--- config.mk ---
export PLATFORM = sky130hd
export DESIGN_NAME = status_frame_receive_and_match_top
export DESIGN_NICKNAME = d
export VERILOG_FILES = /design/src/rtl/sfrm_pkg.sv /design/src/rtl/sfrm_front.sv /design/src/rtl/sfrm_fifo.sv /design/src/rtl/sfrm_back.sv /design/src/rtl/status_frame_receive_and_match_top.sv
export SDC_FILE = /design/constraint.sdc
export NUM_CORES = 1
export LEC_CHECK = 0
export BUFFER_PORTS_ARGS = -buffer_cell sky130_fd_sc_hd__clkbuf_2
export CAP_MARGIN = 40
export CORE_ASPECT_RATIO = 1.2
export CORE_MARGIN = 2
export CORE_UTILIZATION = 51
export DETAILED_ROUTE_END_ITERATION = 10
export PLACE_DENSITY_LB_ADDON = 0.05
export SYNTH_ARGS = -nofsm -noshare
export SYNTH_HDL_FRONTEND = slang
export SYNTH_SLANG_ARGS = --single-unit
--- constraint.sdc ---
create_clock -name clock -period 11.1 [get_ports clock]
set_input_delay 0.555 -clock clock [delete_from_list [all_inputs] [get_ports clock]]
set_output_delay 0.555 -clock clock [all_outputs]
set_load 0.05 [all_outputs]
--- src/rtl/sfrm_pkg.sv ---
// ----------------------------------------------------------------------------
// sfrm_pkg
// Types and constants shared by the status frame receiver and matcher.
// ----------------------------------------------------------------------------
package sfrm_pkg;

   localparam logic [7:0] START_BYTE    = 8'hAA;
   localparam logic [2:0] LAST_POSITION = 3'd6;
   localparam int         TABLE_ENTRIES = 14;

   typedef struct packed {
      logic [7:0] length;
      logic [7:0] byte1;
      logic [7:0] byte2;
      logic [7:0] byte3;
   } frame_rec_type;

   typedef struct packed {
      logic       matched;
      logic [3:0] event_index;
   } result_type;

   typedef struct packed {
      logic full;
      logic empty;
   } fifo_stat_type;

   localparam frame_rec_type STATUS_TABLE [TABLE_ENTRIES] = '{
      '{8'h03, 8'h01, 8'h02, 8'h00},
      '{8'h03, 8'h01, 8'h01, 8'h00},
      '{8'h03, 8'h01, 8'h03, 8'h00},
      '{8'h03, 8'h01, 8'h06, 8'h00},
      '{8'h03, 8'h01, 8'h0B, 8'h00},
      '{8'h03, 8'h01, 8'h05, 8'h00},
      '{8'h03, 8'h02, 8'h00, 8'h02},
      '{8'h03, 8'h02, 8'h00, 8'h03},
      '{8'h03, 8'h02, 8'h00, 8'h00},
      '{8'h03, 8'h02, 8'h00, 8'h04},
      '{8'h03, 8'h01, 8'h08, 8'h00},
      '{8'h03, 8'h01, 8'h0C, 8'h00},
      '{8'h02, 8'h00, 8'h02, 8'hFC},
      '{8'h03, 8'h0F, 8'h0F, 8'h00}
   };

   function automatic logic entry_matches(frame_rec_type rec, frame_rec_type ent);
      logic ok;
      ok = (rec.length == ent.length) && (rec.byte1 == ent.byte1);
      if (rec.length >= 8'd2) begin
         ok = ok && (rec.byte2 == ent.byte2);
      end
      if (rec.length >= 8'd3) begin
         ok = ok && (rec.byte3 == ent.byte3);
      end
      return ok;
   endfunction

endpackage

--- src/rtl/sfrm_front.sv ---
// ----------------------------------------------------------------------------
// sfrm_front
// Frame assembler: hunts for the start byte, collects the frame body and
// emits one frame record when the seventh byte arrives.
// ----------------------------------------------------------------------------
module sfrm_front (
   input  logic                   clock,
   input  logic                   reset,
   input  logic                   accept,
   input  logic [7:0]             rx_byte,
   output logic                   rec_push,
   output sfrm_pkg::frame_rec_type rec_data
);

   logic [2:0]              position_ff;
   logic [2:0]              position_in;
   sfrm_pkg::frame_rec_type body_ff;
   sfrm_pkg::frame_rec_type body_in;

   always_comb begin
      position_in = position_ff;
      body_in     = body_ff;
      rec_push    = 1'b0;
      if (accept) begin
         priority case (1'b1)
            position_ff == 3'd0: begin
               if (rx_byte == sfrm_pkg::START_BYTE) begin
                  position_in = 3'd1;
               end
            end
            position_ff >= sfrm_pkg::LAST_POSITION: begin
               rec_push    = 1'b1;
               position_in = 3'd0;
            end
            default: begin
               unique case (position_ff)
                  3'd2:    body_in.length = rx_byte;
                  3'd3:    body_in.byte1  = rx_byte;
                  3'd4:    body_in.byte2  = rx_byte;
                  3'd5:    body_in.byte3  = rx_byte;
                  default: body_in        = body_ff;
               endcase
               position_in = position_ff + 3'd1;
            end
         endcase
      end
   end

   assign rec_data = body_ff;

   always_ff @(posedge clock) begin
      if (reset) begin
         position_ff <= 3'd0;
      end else begin
         position_ff <= position_in;
      end
   end

   always_ff @(posedge clock) begin
      body_ff <= body_in;
   end

endmodule

--- src/rtl/sfrm_fifo.sv ---
// ----------------------------------------------------------------------------
// sfrm_fifo
// Short first-in first-out queue of frame records between front and back.
// ----------------------------------------------------------------------------
module sfrm_fifo #(
   parameter int WIDTH = 32,
   parameter int DEPTH = 2
) (
   input  logic                    clock,
   input  logic                    reset,
   input  logic                    push,
   input  logic [WIDTH-1:0]        push_data,
   input  logic                    pop,
   output logic [WIDTH-1:0]        pop_data,
   output sfrm_pkg::fifo_stat_type stat
);

   localparam int PW = (DEPTH > 1) ? $clog2(DEPTH) : 1;
   localparam int CW = $clog2(DEPTH + 1);

   logic [WIDTH-1:0] data_ff [DEPTH];
   logic [PW-1:0]    wr_ptr_ff, wr_ptr_in;
   logic [PW-1:0]    rd_ptr_ff, rd_ptr_in;
   logic [CW-1:0]    count_ff, count_in;
   logic             do_push, do_pop;

   assign stat.full  = (count_ff == CW'(DEPTH));
   assign stat.empty = (count_ff == '0);
   assign do_push    = push && !stat.full;
   assign do_pop     = pop && !stat.empty;
   assign pop_data   = data_ff[rd_ptr_ff];

   always_comb begin
      wr_ptr_in = wr_ptr_ff;
      rd_ptr_in = rd_ptr_ff;
      count_in  = count_ff;
      if (do_push) begin
         wr_ptr_in = (wr_ptr_ff == PW'(DEPTH - 1)) ? '0 : wr_ptr_ff + 1'b1;
      end
      if (do_pop) begin
         rd_ptr_in = (rd_ptr_ff == PW'(DEPTH - 1)) ? '0 : rd_ptr_ff + 1'b1;
      end
      if (do_push && !do_pop) begin
         count_in = count_ff + 1'b1;
      end else if (do_pop && !do_push) begin
         count_in = count_ff - 1'b1;
      end
   end

   always_ff @(posedge clock) begin
      if (reset) begin
         wr_ptr_ff <= '0;
         rd_ptr_ff <= '0;
         count_ff  <= '0;
      end else begin
         wr_ptr_ff <= wr_ptr_in;
         rd_ptr_ff <= rd_ptr_in;
         count_ff  <= count_in;
      end
   end

   always_ff @(posedge clock) begin
      if (do_push) begin
         data_ff[wr_ptr_ff] <= push_data;
      end
   end

endmodule

--- src/rtl/sfrm_back.sv ---
// ----------------------------------------------------------------------------
// sfrm_back
// Status matcher: compares a frame record against the status table and
// holds the first match in the result register.
// ----------------------------------------------------------------------------
module sfrm_back (
   input  logic                    clock,
   input  logic                    reset,
   input  sfrm_pkg::fifo_stat_type rec_stat,
   input  sfrm_pkg::frame_rec_type rec_data,
   output logic                    rec_pop,
   input  logic                    rsp_pop,
   output logic                    rsp_empty,
   output sfrm_pkg::result_type    result
);

   logic                 valid_ff, valid_in;
   sfrm_pkg::result_type result_ff;
   sfrm_pkg::result_type match;

   always_comb begin
      match = '0;
      for (int e = sfrm_pkg::TABLE_ENTRIES - 1; e >= 0; e--) begin
         if (sfrm_pkg::entry_matches(rec_data, sfrm_pkg::STATUS_TABLE[e])) begin
            match.matched     = 1'b1;
            match.event_index = 4'(e);
         end
      end
   end

   assign rec_pop   = !rec_stat.empty && (!valid_ff || rsp_pop);
   assign rsp_empty = !valid_ff;
   assign result    = result_ff;

   always_comb begin
      valid_in = valid_ff;
      if (rec_pop) begin
         valid_in = 1'b1;
      end else if (rsp_pop) begin
         valid_in = 1'b0;
      end
   end

   always_ff @(posedge clock) begin
      if (reset) begin
         valid_ff <= 1'b0;
      end else begin
         valid_ff <= valid_in;
      end
   end

   always_ff @(posedge clock) begin
      if (rec_pop) begin
         result_ff <= match;
      end
   end

endmodule

--- src/rtl/status_frame_receive_and_match_top.sv ---
// ----------------------------------------------------------------------------
// status_frame_receive_and_match_top
// Status frame receiver: assembles 7-byte frames and reports the first
// status table entry that matches each completed frame.
// ----------------------------------------------------------------------------
// Throughput: one byte per cycle while req_full is low; full rises only when the record queue is full.
// A completed record is written into the record queue and then loaded into the result
//   register that drives the rsp_ ports; it waits in the queue while an unpopped result is held.
// The match is a parallel compare of one record against constant entries.
// Reset clears the frame position, the record queue and the result valid flag.
// ----------------------------------------------------------------------------
module status_frame_receive_and_match_top #(
   parameter int QUEUE_DEPTH = 2
) (
   input  logic       clock,
   input  logic       reset,
   input  logic       req_push,
   output logic       req_full,
   input  logic [7:0] req_rx_byte,
   output logic       rsp_empty,
   input  logic       rsp_pop,
   output logic       rsp_matched,
   output logic [3:0] rsp_event_index
);

   localparam int REC_W = $bits(sfrm_pkg::frame_rec_type);

   logic                    accept;
   logic                    rec_push;
   logic                    rec_pop;
   sfrm_pkg::frame_rec_type rec_in;
   sfrm_pkg::frame_rec_type rec_out;
   logic [REC_W-1:0]        rec_out_bits;
   sfrm_pkg::fifo_stat_type rec_stat;
   sfrm_pkg::result_type    result;

   assign req_full = rec_stat.full;
   assign accept   = req_push && !req_full;
   assign rec_out  = sfrm_pkg::frame_rec_type'(rec_out_bits);

   sfrm_front u_front (
      .clock    (clock),
      .reset    (reset),
      .accept   (accept),
      .rx_byte  (req_rx_byte),
      .rec_push (rec_push),
      .rec_data (rec_in)
   );

   sfrm_fifo #(
      .WIDTH (REC_W),
      .DEPTH (QUEUE_DEPTH)
   ) u_fifo (
      .clock     (clock),
      .reset     (reset),
      .push      (rec_push),
      .push_data (REC_W'(rec_in)),
      .pop       (rec_pop),
      .pop_data  (rec_out_bits),
      .stat      (rec_stat)
   );

   sfrm_back u_back (
      .clock     (clock),
      .reset     (reset),
      .rec_stat  (rec_stat),
      .rec_data  (rec_out),
      .rec_pop   (rec_pop),
      .rsp_pop   (rsp_pop),
      .rsp_empty (rsp_empty),
      .result    (result)
   );

   assign rsp_matched     = result.matched;
   assign rsp_event_index = result.event_index;

   a_no_push_when_full : assert property (@(posedge clock) disable iff (reset)
      rec_push |-> !rec_stat.full)
      else $error("frame record pushed into full queue");

   a_nomatch_index_zero : assert property (@(posedge clock) disable iff (reset)
      (!rsp_empty && !rsp_matched) |-> (rsp_event_index == 4'd0))
      else $error("nonzero index on unmatched result");

   a_index_in_range : assert property (@(posedge clock) disable iff (reset)
      !rsp_empty |-> (rsp_event_index < 4'(sfrm_pkg::TABLE_ENTRIES)))
      else $error("event index beyond status table");

   a_pop_loads_result : assert property (@(posedge clock) disable iff (reset)
      rec_pop |=> !rsp_empty)
      else $error("record transfer did not load the result register");

endmodule
[After elaboration in Yosys (flattened, before gate mapping)]
Memories as Yosys holds them, arrays and structs flattened. A register that Yosys moved wholly into a read port is not among the register bits.
Cells that the tools add are included.
W data, S select, Z words.
Operators by class
  $add $sub $neg: 5
  order comparisons: 3
  equal/unequal tests: 25
  mux-type cells: 54
  bitwise operators: 2
  reduce and logical (&&, ||, !) cells: 57
Operators by type and width (count)
  $eq A8 B2 Y1 const B: 7
  $eq A8 B4 Y1 const B: 5
  $mux W1: 37
  $logic_and A1 B1 Y1: 35
  $eq A8 B3 Y1 const B: 3
  $logic_not A8 Y1: 3
  $mux W3: 7
  $mux W4: 5
  $eq A8 B1 Y1 const B: 2
  $eq A8 B8 Y1 const B: 2
  $ge A8 B2 Y1 const B: 2
  $reduce_and A4 Y1: 4
  $reduce_or A13 Y1: 1
  $mux W2: 4
  $reduce_or A8 Y1: 1
  $eq A3 B2 Y1 const B: 2
  $eq A3 B3 Y1 const B: 2
  $logic_not A1 Y1: 5
  $mux W5: 1
  $reduce_bool A2 Y1: 2
  $reduce_or A4 Y1: 1
  $add A3 B1 Y3 const B: 1
  $ge A3 B3 Y1 const B: 1
  $logic_not A3 Y1: 1
  other kinds (10): 12
Storage, ports and cells
  flip-flop bits (word level): 45
  RAM bits: 64
  bits of input ports: 12
  output and inout port bits: 7
  memories kept: 1
Memory list
  u_fifo.data_ff: depth 2, width 32, rd ports 1, clocked after memory_dff 1, wr ports 1, RTL line sfrm_fifo.sv:21  | logic [WIDTH-1:0] data_ff [DEPTH];

[Depth between registers and ports, before layout]
  word-level depth: 19
  gate-level depth with buffers: 9
  depth with buffers taken out: 8

[Modules after synthesis]
From an unflattened synthesis, not the netlist that was laid out.
Second synthesis, totals
  cell total of the unflattened synthesis: 270
  area total of the unflattened synthesis: 4468.0 µm²
By module, submodules not included
  sfrm_fifo: times used 1, cells each 125, area an instance 2526.2 µm², sequential area each 2021.9 µm²
  sfrm_front: times used 1, cells each 67, area an instance 1278.7 µm², sequential area each 1021.0 µm²
  sfrm_back: times used 1, cells each 77, area an instance 649.4 µm², sequential area each 170.2 µm²
  status_frame_receive_and_match_top: times used 1, cells each 1, area an instance 13.8 µm², sequential area each 0.0 µm²

[Worst setup path after synthesis]
Ideal clock, no wire load.
  kind: register -> register
  from: register u_fifo.count_ff[0]
  to: memory u_fifo.data_ff[0][0] (enable)
  setup time: 0.461 ns
  arrival: 3.288 ns
  data required time: 10.639 ns
  path slack: 7.351 ns
  cell stages (with the launch flop): 5
  cells stage by stage: dfxtp_1 nor2b_1 nor2b_1 nand2_1 nor3_1
On the way
  cells in the longest elaborated chain, start to end: 7
Ends and longest elaborated chain
  from (decl): RTL line sfrm_fifo.sv:24  | logic [CW-1:0] count_ff, count_in;
  from (signal assigned): RTL line sfrm_fifo.sv:58  | count_ff <= count_in;
  $eq A2 B2 Y1 *: RTL line sfrm_fifo.sv:27  | assign stat.full = (count_ff == CW'(DEPTH));
  via req_full: RTL line status_frame_receive_and_match_top.sv:18  | output logic req_full,
  $logic_not A1 Y1 *: RTL line sfrm_fifo.sv:29, status_frame_receive_and_match_top.sv:38
  $logic_and A1 B1 Y1: RTL line status_frame_receive_and_match_top.sv:38  | assign accept = req_push && !req_full;
  $mux W1: RTL line sfrm_front.sv:24  | if (accept) begin
  $logic_and A1 B1 Y1 *: RTL line sfrm_fifo.sv:29  | assign do_push = push && !stat.full;
  $mux W1 *: RTL line sfrm_fifo.sv:63  | if (do_push) begin
  $mux W1 (implied by the code) *: RTL line sfrm_fifo.sv:64  | data_ff[wr_ptr_ff] <= push_data;
  to (decl): RTL line sfrm_fifo.sv:21
Mark *: on every way through the listed nets, which the timed path passes. The rest lies on a longest branch.

==> metrics.md <==
| Metric | Value |
|---|---|
| Minimum clock period | 2.54 ns |
| Sequential area share after synthesis | 0.755 |
| Post-route ant nets | 0 |
| Cell area after synthesis | 4260 um^2 |
| Internal | 579 uW |
| DR iter-0 viols | 190 |
| Final Hold Fails | 0 |
| R2r worst-path depth | 7 |
| CP Capture Type | flop |
| Setup Skew | 0.0105 ns |
| Crit Path Class | reg2reg |
| Share of total power in the clock network | 0.275 |
| # diodes | 0 |
| Port bufs | 18 |
| Lkg Pwr | 0.00153 uW |
| Maxcap violations | 0 |
| Max transition margin | 0.493 |
| Core area | 8110 um^2 |
| Fmax | 393 MHz |
| Finish-stage setup viols | 0 |
| Maximum buffer depth of the clock tree | 2 |
| Total Routing Usage GR | 0.178 |
| Worst Max-Slew Pin Slew | 0.757 ns |
| CTS tree | yes |
| Worst-path cell chain | buf_4, nor3_1, a22oi_1, nor4_1, o2111ai_1, o2111ai_2, a211o_1 |
| Synth Register Bits | 110 |
| Setup TNS | 0 ns |
| CTS Buf Count | 9 |
| CTS Hold Bufs | 0 |
| Residual DRC | 0 |
| Largest net degree at the start of global routing | 35 |
| Fin. max-slew vios | 0 |
| Post-synth cell types | 47 |
| Clock sink count | 110 |
| Root Driver | clkbuf_8 |
| Vias | 2324 |
| Comb pwr share | 0.142 |
| Post-CTS Setup Bufs | 0 |
| Asr flop ratio synth | 0 |
| Drt first pass iters | 4 |
| FP Rows | 36 |
| Worst min path class | reg2reg |
| DR WL/cell | 17.7 um |
| Avg Cell Area, Syn | 15.3 um^2 |
| Io pins | 19 |
| Required time worst endpoint | 11.23 ns |
| Initial antenna violation count | 0 |
| Starting density of the core | 0.525 |
| Fin crit share | 0.229 |
| Register share of total power | 0.583 |
| Data arrival, critical path | 2.67 ns |
| Slowest CP cell | a22oi_1 |
| CTS resizes | 0 |
| Unrepaired setup endpoints after global routing | false |
| Worst setup margin | 8.56 ns |
| Ys Warns | 0 |
| Synth area leaders | edfxtp_1 (71%), dfxtp_1 (4.2%), nor2_1 (2.7%) |
| Drt total wl | 7170 um |
| Switch share | 0.280 |
| HPWL Detailed | 4970 um |
| Net Sw Power | 226 uW |
| # H-tree levels | 3 |
| Pwr dens | 173 nW/um^2 |
| Layout cells sized above 1 | 0.148 |
| Die Span Y | 104 um |
| Vias in the first global route | 2426 |
| Clock Latency Late Sink | 0.37 ns |
| Synth top cells by count | edfxtp_1 (101), nor2_1 (31), nand2_1 (14) |
| Worst vdd ir | 110 uV |
| Buffer and inverter count on the worst path | 1 |
| Worst Hold Slack | 0.439 ns |
| Synthesis-to-finish area growth | 9.32% |
| Status | complete, no violations |
| WHS Path Cells | 0 |
| Routed vias/inst | 5.72 |
| Area leader, netlist | edfxtp_1 |
| Final Wtd Congestion | 0.845 |
| Post-synth EDFFs | 101 |
| Yosys top cell area share | 0.712 |
| DIE AREA | 9100 um^2 |
| Syn Inst Count | 278 |
| CTS clk-pin slew, worst paths | 0.11 ns |
| Pre-CTS WS | 8.57 ns |
| Die Span X | 87.4 um |
| GRT overflow | 0 |
| First-pass GRT wire length | 11900 um |
| Startpoint Class | flop |
| Count leader, synth | edfxtp_1 |
| Critical path depth in cells | 7 |
| Slowest cell delay on critical path | 0.57 ns |
| Crit Path Max Fanout | 34 |
| Net count after synthesis | 296 |
| Final nets | 324 |
| Top_reg_cell synth | edfxtp_1 |
| Family with the most delay on the worst path | compound AO/OA/AOI/OAI gates |
==> per-stage QoR <==
stage	cells	instance area [um^2]	utilization	power (uW)
4_1_cts	406	4650	0.574	810
6_report	406	4650	0.574	805
3_5_place_dp	390	4470	0.551	593
5_1_grt	406	4650	0.574	841
3_3_place_gp	389	4470	0.551	592
2_1_floorplan	278	4260	-	569
==> power groups by stage <==
stage / Combinational, uW / Sequential (uW) / Clock [uW]
after floorplan: 61.8 / 507 / 0
after global placement: 114 / 478 / 0
after detailed placement: 115 / 479 / 0
after CTS: 115 / 469 / 226
after global routing: 125 / 471 / 244
final: 115 / 469 / 221
==> worst reg2reg max path, stage by stage, from the launching register on <==
cell and delay [ns]:
dfxtp_1 0.32, buf_4 0.33, nor3_1 0.12, a22oi_1 0.57
nor4_1 0.16, o2111ai_1 0.35, o2111ai_2 0.18, a211o_1 0.29
==> flip-flops by register name, indices dropped and copies added (netlist names), named ones only <==
register             cells
u_fifo.rd_ptr_ff         1
u_fifo.count_ff          2
u_fifo.data_ff          64
u_front.rec_data        32
u_front.position_ff      3
u_back.result            5
u_back.valid_ff          1
u_fifo.wr_ptr_ff         1
==> area by class of cell <==
class                           instances  area [um^2]
Fill cell                             632         3450
Sequential cell                       110         3210
Multi-Input combinational cell        156          995
Clock buffer                           10          128
Tap cell                               95          119
Timing Repair Buffer                   22          118
Clock inverter                          6         56.3
Inverter                                7         26.3
==> layout by cell type, fill, tap and decap left out, types with 2 or more instances in the layout <==
master / n
mux2_2: 3
nor3_1: 9
xor2_1: 2
edfxtp_1: 101
a31oi_1: 4
nand2b_1: 2
nand2_1: 14
o22ai_1: 3
clkinv_4: 2
ha_1: 6
nor2b_1: 5
clkbuf_2: 18
nand3b_1: 4
dfxtp_1: 9
mux2i_1: 4
clkbuf_8: 9
a21oi_1: 12
o21ai_0: 7
xnor2_1: 2
buf_4: 3
inv_1: 7
nor4_1: 4
and3_1: 2
inv_6: 2
nor3b_1: 2
o2111ai_1: 2
a22oi_1: 2
nand4b_1: 5
nor2_1: 31
nand4_1: 2
nor4bb_1: 3
nand3_1: 8
==> kinds of logic (layout without fill, tap and decap cells) <==
logic type               Yosys count  count (layout)  share of synthesized area
flip-flops                       110             110                      0.755
buffers and inverters             12              45                     0.0129
adder cells (fa/ha/maj)            6               6                     0.0176
XOR/XNOR                           4               4                    0.00823
multiplexers                       7               7                     0.0173
AND/OR/NAND/NOR                   99              99                      0.124
AO/OA/AOI/OAI                     40              40                     0.0655
==> per-layer routing <==
| layer | part of all wire | wire length, um | track usage |
|---|---|---|---|
| met5 | 0 | 0 | 0 |
| met4 | 0.023 | 163 | 0.0868 |
| met3 | 0.038 | 270 | 0.0317 |
| met2 | 0.51 | 3690 | 0.290 |
| met1 | 0.42 | 3040 | 0.226 |
==> worst paths after layout <==
path,slack [ns],end,start
min,0.44,u_fifo.data_ff[1][25],u_front.rec_data[25]
max reg2reg,8.56,u_back.result[4],flop
max,8.56,u_back.result[4],flop
min reg2reg,0.44,u_fifo.data_ff[1][25],u_front.rec_data[25]
Note: power is estimated with default switching activity, not from simulation.
